--- src/rtl/kis_pkg.sv ---
// ----------------------------------------------------------------------------
// kis_pkg: shared types and constants for the keyed insertion sorter
// Store depth, derived widths, the payload structs of both channels and the store entry.
// ----------------------------------------------------------------------------
package kis_pkg;

    // Store depth and derived widths
    localparam int MAX_ITEMS = 32;
    localparam int CNT_W     = $clog2(MAX_ITEMS + 1);
    localparam int ADDR_W    = $clog2(MAX_ITEMS);
    localparam int VAL_W     = 32;
    localparam int IDX_W     = 5;

    // Input item
    typedef struct packed {
        logic [VAL_W-1:0] value;
        logic             last;
    } t_in;

    // Result item
    typedef struct packed {
        logic [VAL_W-1:0] sorted_value;
        logic [IDX_W-1:0] original_index;
        logic             last_out;
    } t_out;

    // One store entry: value and its arrival index
    typedef struct packed {
        logic [VAL_W-1:0] value;
        logic [IDX_W-1:0] index;
    } t_entry;

endpackage

--- src/rtl/keyed_insertion_sorter.sv ---
// ----------------------------------------------------------------------------
// keyed_insertion_sorter: stable insertion sort of 32-bit keys with indices
//
// Input channel (i_valid / o_stall / i_data): one key per transfer; the
// transfer with last set closes the set. Each key is tagged with its arrival
// position and inserted into a sorted store of kis_pkg::MAX_ITEMS entries.
// Keys arriving while the store is full are dropped; a dropped closing key
// still closes the set.
// Insertion walks down the store one entry a cycle through a single compare
// and a single store port, shifting up each stored key strictly greater
// than the new one. o_stall is high for the whole insertion and the read-out.
// Output channel (o_valid / i_stall / o_data): after the closing item the
// store is read out in ascending order, each result by a store read then
// an output register load, last_out set on the final result. A stalled
// output holds its register; the read-out waits for it to empty. The next
// set may start while the final result still waits to be taken.
// Reset (synchronous, active low) empties the store by clearing its fill
// count; store contents are not cleared and need no clearing pass.
// ----------------------------------------------------------------------------
module keyed_insertion_sorter (
    input  logic            i_clk,
    input  logic            i_rst_n,
    input  logic            i_valid,
    output logic            o_stall,
    input  kis_pkg::t_in    i_data,
    output logic            o_valid,
    input  logic            i_stall,
    output kis_pkg::t_out   o_data
);

    typedef enum logic [1:0] {
        S_IDLE,
        S_INSERT,
        S_EMIT_RD,
        S_EMIT_LOAD
    } t_state;

    t_state                        r_state, n_state;
    logic [kis_pkg::CNT_W-1:0]     r_fill, n_fill;
    logic [kis_pkg::CNT_W-1:0]     r_pos, n_pos;
    logic [kis_pkg::CNT_W-1:0]     r_k, n_k;
    logic [kis_pkg::VAL_W-1:0]     r_val, n_val;
    logic                          r_last, n_last;
    logic                          r_out_valid, n_out_valid;
    kis_pkg::t_out                 r_out, n_out;

    // Store and its registered read port
    kis_pkg::t_entry               r_mem [kis_pkg::MAX_ITEMS];
    kis_pkg::t_entry               r_rd;
    logic                          rd_en;
    logic [kis_pkg::ADDR_W-1:0]    rd_addr;
    logic                          wr_en;
    logic [kis_pkg::ADDR_W-1:0]    wr_addr;
    kis_pkg::t_entry               wr_data;

    logic [kis_pkg::CNT_W-1:0]     pos_dec;
    logic [kis_pkg::CNT_W-1:0]     k_inc;

    assign o_stall = (r_state != S_IDLE);
    assign o_valid = r_out_valid;
    assign o_data  = r_out;

    assign pos_dec = r_pos - kis_pkg::CNT_W'(1);
    assign k_inc   = r_k + kis_pkg::CNT_W'(1);

    // Sequencer: insertion walk and ordered read-out
    always_comb begin
        n_state     = r_state;
        n_fill      = r_fill;
        n_pos       = r_pos;
        n_k         = r_k;
        n_val       = r_val;
        n_last      = r_last;
        n_out_valid = r_out_valid & i_stall;
        n_out       = r_out;
        rd_en       = 1'b0;
        rd_addr     = '0;
        wr_en       = 1'b0;
        wr_addr     = '0;
        wr_data     = '0;

        case (r_state)
            S_IDLE: begin
                if (i_valid) begin
                    n_val  = i_data.value;
                    n_last = i_data.last;
                    if (r_fill < kis_pkg::CNT_W'(kis_pkg::MAX_ITEMS)) begin
                        n_pos   = r_fill;
                        n_state = S_INSERT;
                        if (r_fill != '0) begin
                            rd_en   = 1'b1;
                            rd_addr = kis_pkg::ADDR_W'(r_fill - kis_pkg::CNT_W'(1));
                        end
                    end else if (i_data.last) begin
                        // full store: key dropped, set still closes
                        n_k     = '0;
                        n_state = S_EMIT_RD;
                    end
                end
            end

            S_INSERT: begin
                if (r_pos != '0 && r_val < r_rd.value) begin
                    // shift the greater entry up one place
                    wr_en   = 1'b1;
                    wr_addr = kis_pkg::ADDR_W'(r_pos);
                    wr_data = r_rd;
                    n_pos   = pos_dec;
                    if (pos_dec != '0) begin
                        rd_en   = 1'b1;
                        rd_addr = kis_pkg::ADDR_W'(pos_dec - kis_pkg::CNT_W'(1));
                    end
                end else begin
                    // place new key after any equal ones
                    wr_en         = 1'b1;
                    wr_addr       = kis_pkg::ADDR_W'(r_pos);
                    wr_data.value = r_val;
                    wr_data.index = kis_pkg::IDX_W'(r_fill);
                    n_fill        = r_fill + kis_pkg::CNT_W'(1);
                    n_k           = '0;
                    n_state       = r_last ? S_EMIT_RD : S_IDLE;
                end
            end

            S_EMIT_RD: begin
                rd_en   = 1'b1;
                rd_addr = kis_pkg::ADDR_W'(r_k);
                n_state = S_EMIT_LOAD;
            end

            S_EMIT_LOAD: begin
                if (!r_out_valid || !i_stall) begin
                    n_out_valid          = 1'b1;
                    n_out.sorted_value   = r_rd.value;
                    n_out.original_index = r_rd.index;
                    n_out.last_out       = (k_inc == r_fill);
                    if (k_inc == r_fill) begin
                        n_fill  = '0;
                        n_state = S_IDLE;
                    end else begin
                        n_k     = k_inc;
                        n_state = S_EMIT_RD;
                    end
                end
            end

            default: begin
                n_state = S_IDLE;
            end
        endcase
    end

    // State and output register
    always_ff @(posedge i_clk) begin
        if (!i_rst_n) begin
            r_state     <= S_IDLE;
            r_fill      <= '0;
            r_pos       <= '0;
            r_k         <= '0;
            r_val       <= '0;
            r_last      <= 1'b0;
            r_out_valid <= 1'b0;
            r_out       <= '0;
        end else begin
            r_state     <= n_state;
            r_fill      <= n_fill;
            r_pos       <= n_pos;
            r_k         <= n_k;
            r_val       <= n_val;
            r_last      <= n_last;
            r_out_valid <= n_out_valid;
            r_out       <= n_out;
        end
    end

    // Store: one write port, one registered read port
    always_ff @(posedge i_clk) begin
        if (wr_en) begin
            r_mem[wr_addr] <= wr_data;
        end
        if (rd_en) begin
            r_rd <= r_mem[rd_addr];
        end
    end

`ifndef ASSERT_OFF
    // fill count never passes the store depth
    a_fill_bound: assert property (@(posedge i_clk) disable iff (!i_rst_n)
        r_fill <= kis_pkg::CNT_W'(kis_pkg::MAX_ITEMS))
        else $error("fill count above store depth");

    // insertion point never passes the fill count
    a_pos_bound: assert property (@(posedge i_clk) disable iff (!i_rst_n)
        (r_state == S_INSERT) |-> (r_pos <= r_fill))
        else $error("insertion point beyond fill count");

    // read-out never addresses an empty entry
    a_emit_bound: assert property (@(posedge i_clk) disable iff (!i_rst_n)
        (r_state == S_EMIT_RD || r_state == S_EMIT_LOAD) |-> (r_k < r_fill))
        else $error("read-out index beyond fill count");

    // a final result empties the store for the next set
    a_last_clears: assert property (@(posedge i_clk) disable iff (!i_rst_n)
        (r_state == S_EMIT_LOAD && (!r_out_valid || !i_stall) && k_inc == r_fill)
        |=> (r_fill == '0 && o_valid && o_data.last_out))
        else $error("final result did not empty the store");
`endif

endmodule
--- config.mk ---
export PLATFORM = sky130hd
export DESIGN_NAME = keyed_insertion_sorter
export DESIGN_NICKNAME = d
export VERILOG_FILES = /design/src/rtl/kis_pkg.sv /design/src/rtl/keyed_insertion_sorter.sv
export SDC_FILE = /design/constraint.sdc
export NUM_CORES = 2
export LEC_CHECK = 0
export BUFFER_PORTS_ARGS = -buffer_cell sky130_fd_sc_hd__buf_2
export CAP_MARGIN = 20
export CORE_MARGIN = 2
export CORE_UTILIZATION = 40
export DETAILED_ROUTE_END_ITERATION = 7
export SETUP_SLACK_MARGIN = 0.02
export SYNTH_ARGS = -nofsm -noshare
export SYNTH_HDL_FRONTEND = slang
export SYNTH_SLANG_ARGS = --single-unit
--- constraint.sdc ---
create_clock -name i_clk -period 6.11 [get_ports i_clk]
set_input_delay 0.3055 -clock i_clk [delete_from_list [all_inputs] [get_ports i_clk]]
set_output_delay 0.3055 -clock i_clk [all_outputs]
set_load 0.05 [all_outputs]
==> out/results.ini <==
[logic_synthesis]
syn_nets=4026
synth_compound_area_share_pct=8.49
synthCells=3949
synth_top_family_by_area=simple AND/OR/NAND/NOR gates
synthDistinctLibCells=56
ys_seq_area_share_pct=73.6
synthFlopType=edfxtp_1
syn-cell-area_sq_um=52300
syn_area_per_cell_sq_um=13.2
synth_fa_ha_area_share_pct=0.957
yosys_warnings=0
yosys.area_share.simple_pct=11.9
ys_ff_latch=1313
synth_edf_count=1221
synthArstFlopShare_pct=0
synth_xor_area_share_pct=0.428
muxShareOfSynthArea_pct=2.12

[power_and_ir_drop]
p_clk_share_pct=37.7
seq_power_share_pct=48.0
leakagePower_nw=20.9
p_sw_share_pct=27.0
p_sw_w=0.00577
finalPower_w=0.0214
power_density_nw_per_um2=353
ir_drop_mv=0.280
p_int_w=0.0156
p_comb_share_pct=14.4

[cells_and_area]
area_growth_pct=15.8
finish.utilization_pct=46.7
nNetsFinal=4178
finalNonFillerCells=5952
drive_gt1_share_pct=12.4

[setup_path]
cp.arrival_ns=5.77
crit_required_ns=6.59
reg2reg_depth=12
crit_path_end_kind=register
crit_chain=inv_1 -> ha_1 -> nand2_1 -> nor4_1 -> o311ai_1 -> a311oi_2 -> nor3_1 -> a221o_4 -> buf_4 -> a31oi_1 -> nand4_1 -> a32oi_1
crit_type=register to register
slowest_stage=a311oi_2
startpoint_type=register
path_max_fanout=55
max_stage_delay_ns=0.83

[drt]
final_antenna_net_count=0
vias=34251
drt_iter0_drc=4560
dr.pass1.iters=8
remaining_drc_errors=0
via_per_inst=5.75
routedWlPerCell_um=26.4
wirelength_um=157000

[grt]
grt_max_degree=111
grt_pass1_wl_um=226000
grt_overflow=0
antenna_found_initial=2
grtUsageTotal_pct=23.3
grt_pass1_vias=32104

[timing]
slew_headroom_pct=22.1
tightestPinTransition_ns=1.17
period_needed_ns=5.29
clock_skew_ns=0.0314
slew_viol_final=0
fmax_mhz=189
fin_ws_ns=0.818
finalCritPeriodShare_pct=86.6
setup_violations=0
fin_tns_setup_ns=0
rsz0062_at_grt=no
final-hold-violation-count=0

[clock_tree]
cts_tree=built
cts.clk_slew.worst_paths_ns=0.07
clock_latency_ns=0.77
postCtsResizedCells=0
cts_sinks=1313
clockBufferDepth=3
ctsRootBufferMaster=clkbuf_16
cts_inserted_buffers=133
htreeDepth=4
cts_setup_buffers=0

[hold_path]
min_path_cells=4
hp-class=input port to register

[die]
pin_count=77
core_area_sq_um=130000
start_util_pct=40.3
dieArea_sq_um=134000
die_h_um=366
die_w_um=366
rows=132

[placed_design]
dp_cells=5668
post-dp-hpwl_um=88200
io_buffers=76
dp_slack_ns=0.951
globalplace.congestion=0.891

[flow_run]
drv_cap=0

[run_status]
status=complete, no violations

## metal layers
metal | up-vias | routed length (um) | GRT usage (%) | part of all wire [%]
li1 | 15017 | - | - | -
met1 | 17201 | 65200 | 32.8 | 42
met2 | 1754 | 72700 | 36.7 | 46
met3 | 279 | 14700 | 3.90 | 9.3
met4 | 0 | 4530 | 7.61 | 2.9
met5 | - | 0 | 0 | 0
## placed cells by master, fill, tap and decap left out, types with 5 or more instances in the layout
cell and n:
nor2b_1 8, xor2_1 9, xnor2_1 14, a31oi_1 113, clkbuf_1 32, a21oi_2 37, buf_2 76, buf_8 8
a221oi_1 74, nor2_1 63, buf_4 134, dfxtp_1 92, bufinv_16 10, clkbuf_16 138, buf_12 24, ha_1 40
nand2_1 1068, nand4_1 80, a32oi_1 113, o21ai_1 39, a21boi_0 80, nand3_1 218, nor3_1 8, inv_1 39
clkinv_1 26, nor2_4 37, dlygate4sd3_1 35, mux2i_1 111, o21ai_0 31, clkinvlp_4 5, inv_6 7, clkinv_2 17
a21oi_1 138, edfxtp_1 1221
## cell families after synthesis
kind of cell               Yosys count
buffers and inverters              302
adders and majority gates           40
AOI/OAI and AO/OA                  655
xor gates and xnor gates            24
muxes                              111
DFF                               1313
and+or+nand+nor                   1504
## critical path, delay by kind of cell (launching register included)
family,cells,cell delay (ns)
buffers and inverters,2,0.46
AOI/OAI and AO/OA,5,2.64
DFF,1,0.51
and+or+nand+nor,4,1.04
adders and majority gates,1,0.29
## final timing paths
check             startpoint          to  slack (ns)
hold / removal       i_rst_n  r_state[0]        0.26
setup reg to reg    r_rd[18]    r_rd[36]        0.82
hold reg to reg    o_data[4]   o_data[4]        0.46
setup / recovery    r_rd[18]    r_rd[36]        0.82
## state kept, by name, summed over array words and instances (netlist names), 2 cells and up
register,flops
o_data,38
r_fill,6
r_k,6
r_mem,1184
r_pos,6
r_rd,37
r_state,2
r_val,32
## power by group through the flow
stage	Combinational, W	Sequential (W)	Clock, W
after global placement	0.00297	0.0104	0
after global routing	0.00329	0.0103	0.00848
final	0.00307	0.0103	0.00805
after floorplan	0.00184	0.0104	0
after CTS	0.00303	0.0102	0.00815
after detailed placement	0.00300	0.0104	0
## layout make-up
class	instances	area (sq um)
fillers	11266	69100
flip-flops and latches	1313	38500
multi-input cells	2334	13000
clock buffers	172	3600
repair buffers	280	2400
well taps	1742	2180
clock inverters	71	668
inverters	39	146
diodes	1	2.50
## synth_stat cells, types with 39 or more instances
cell / n / area share, %
a21boi_0: 80 / 1.1
a21oi_1: 176 / 1.7
a221oi_1: 75 / 1.3
a31oi_1: 113 / 1.4
a32oi_1: 113 / 1.9
buf_2: 82 / 0.78
clkbuf_1: 144 / 1.0
dfxtp_1: 92 / 3.5
edfxtp_1: 1221 / 70
ha_1: 40 / 0.96
inv_1: 39 / 0.28
mux2i_1: 111 / 2.1
nand2_1: 1069 / 7.7
nand3_1: 219 / 2.1
nand4_1: 80 / 0.96
nor2_1: 98 / 0.70
o21ai_1: 40 / 0.38
## per-stage QoR
stage / hold WS, ns / area [sq um]
after floorplan: 0.444 / 52300
after global placement: 0.449 / 55700
after detailed placement: 0.456 / 55800
after CTS: 0.210 / 60400
after global routing: 0.272 / 60500
final: 0.258 / 60500
## timing repair
item / 4_1_cts / 5_1_grt
hold buffers: 35 / 0
endpoints found under the hold margin: 36 / 0
setup endpoints to repair: 0 / 0
No activity file was read; power rests on OpenSTA's default activity.
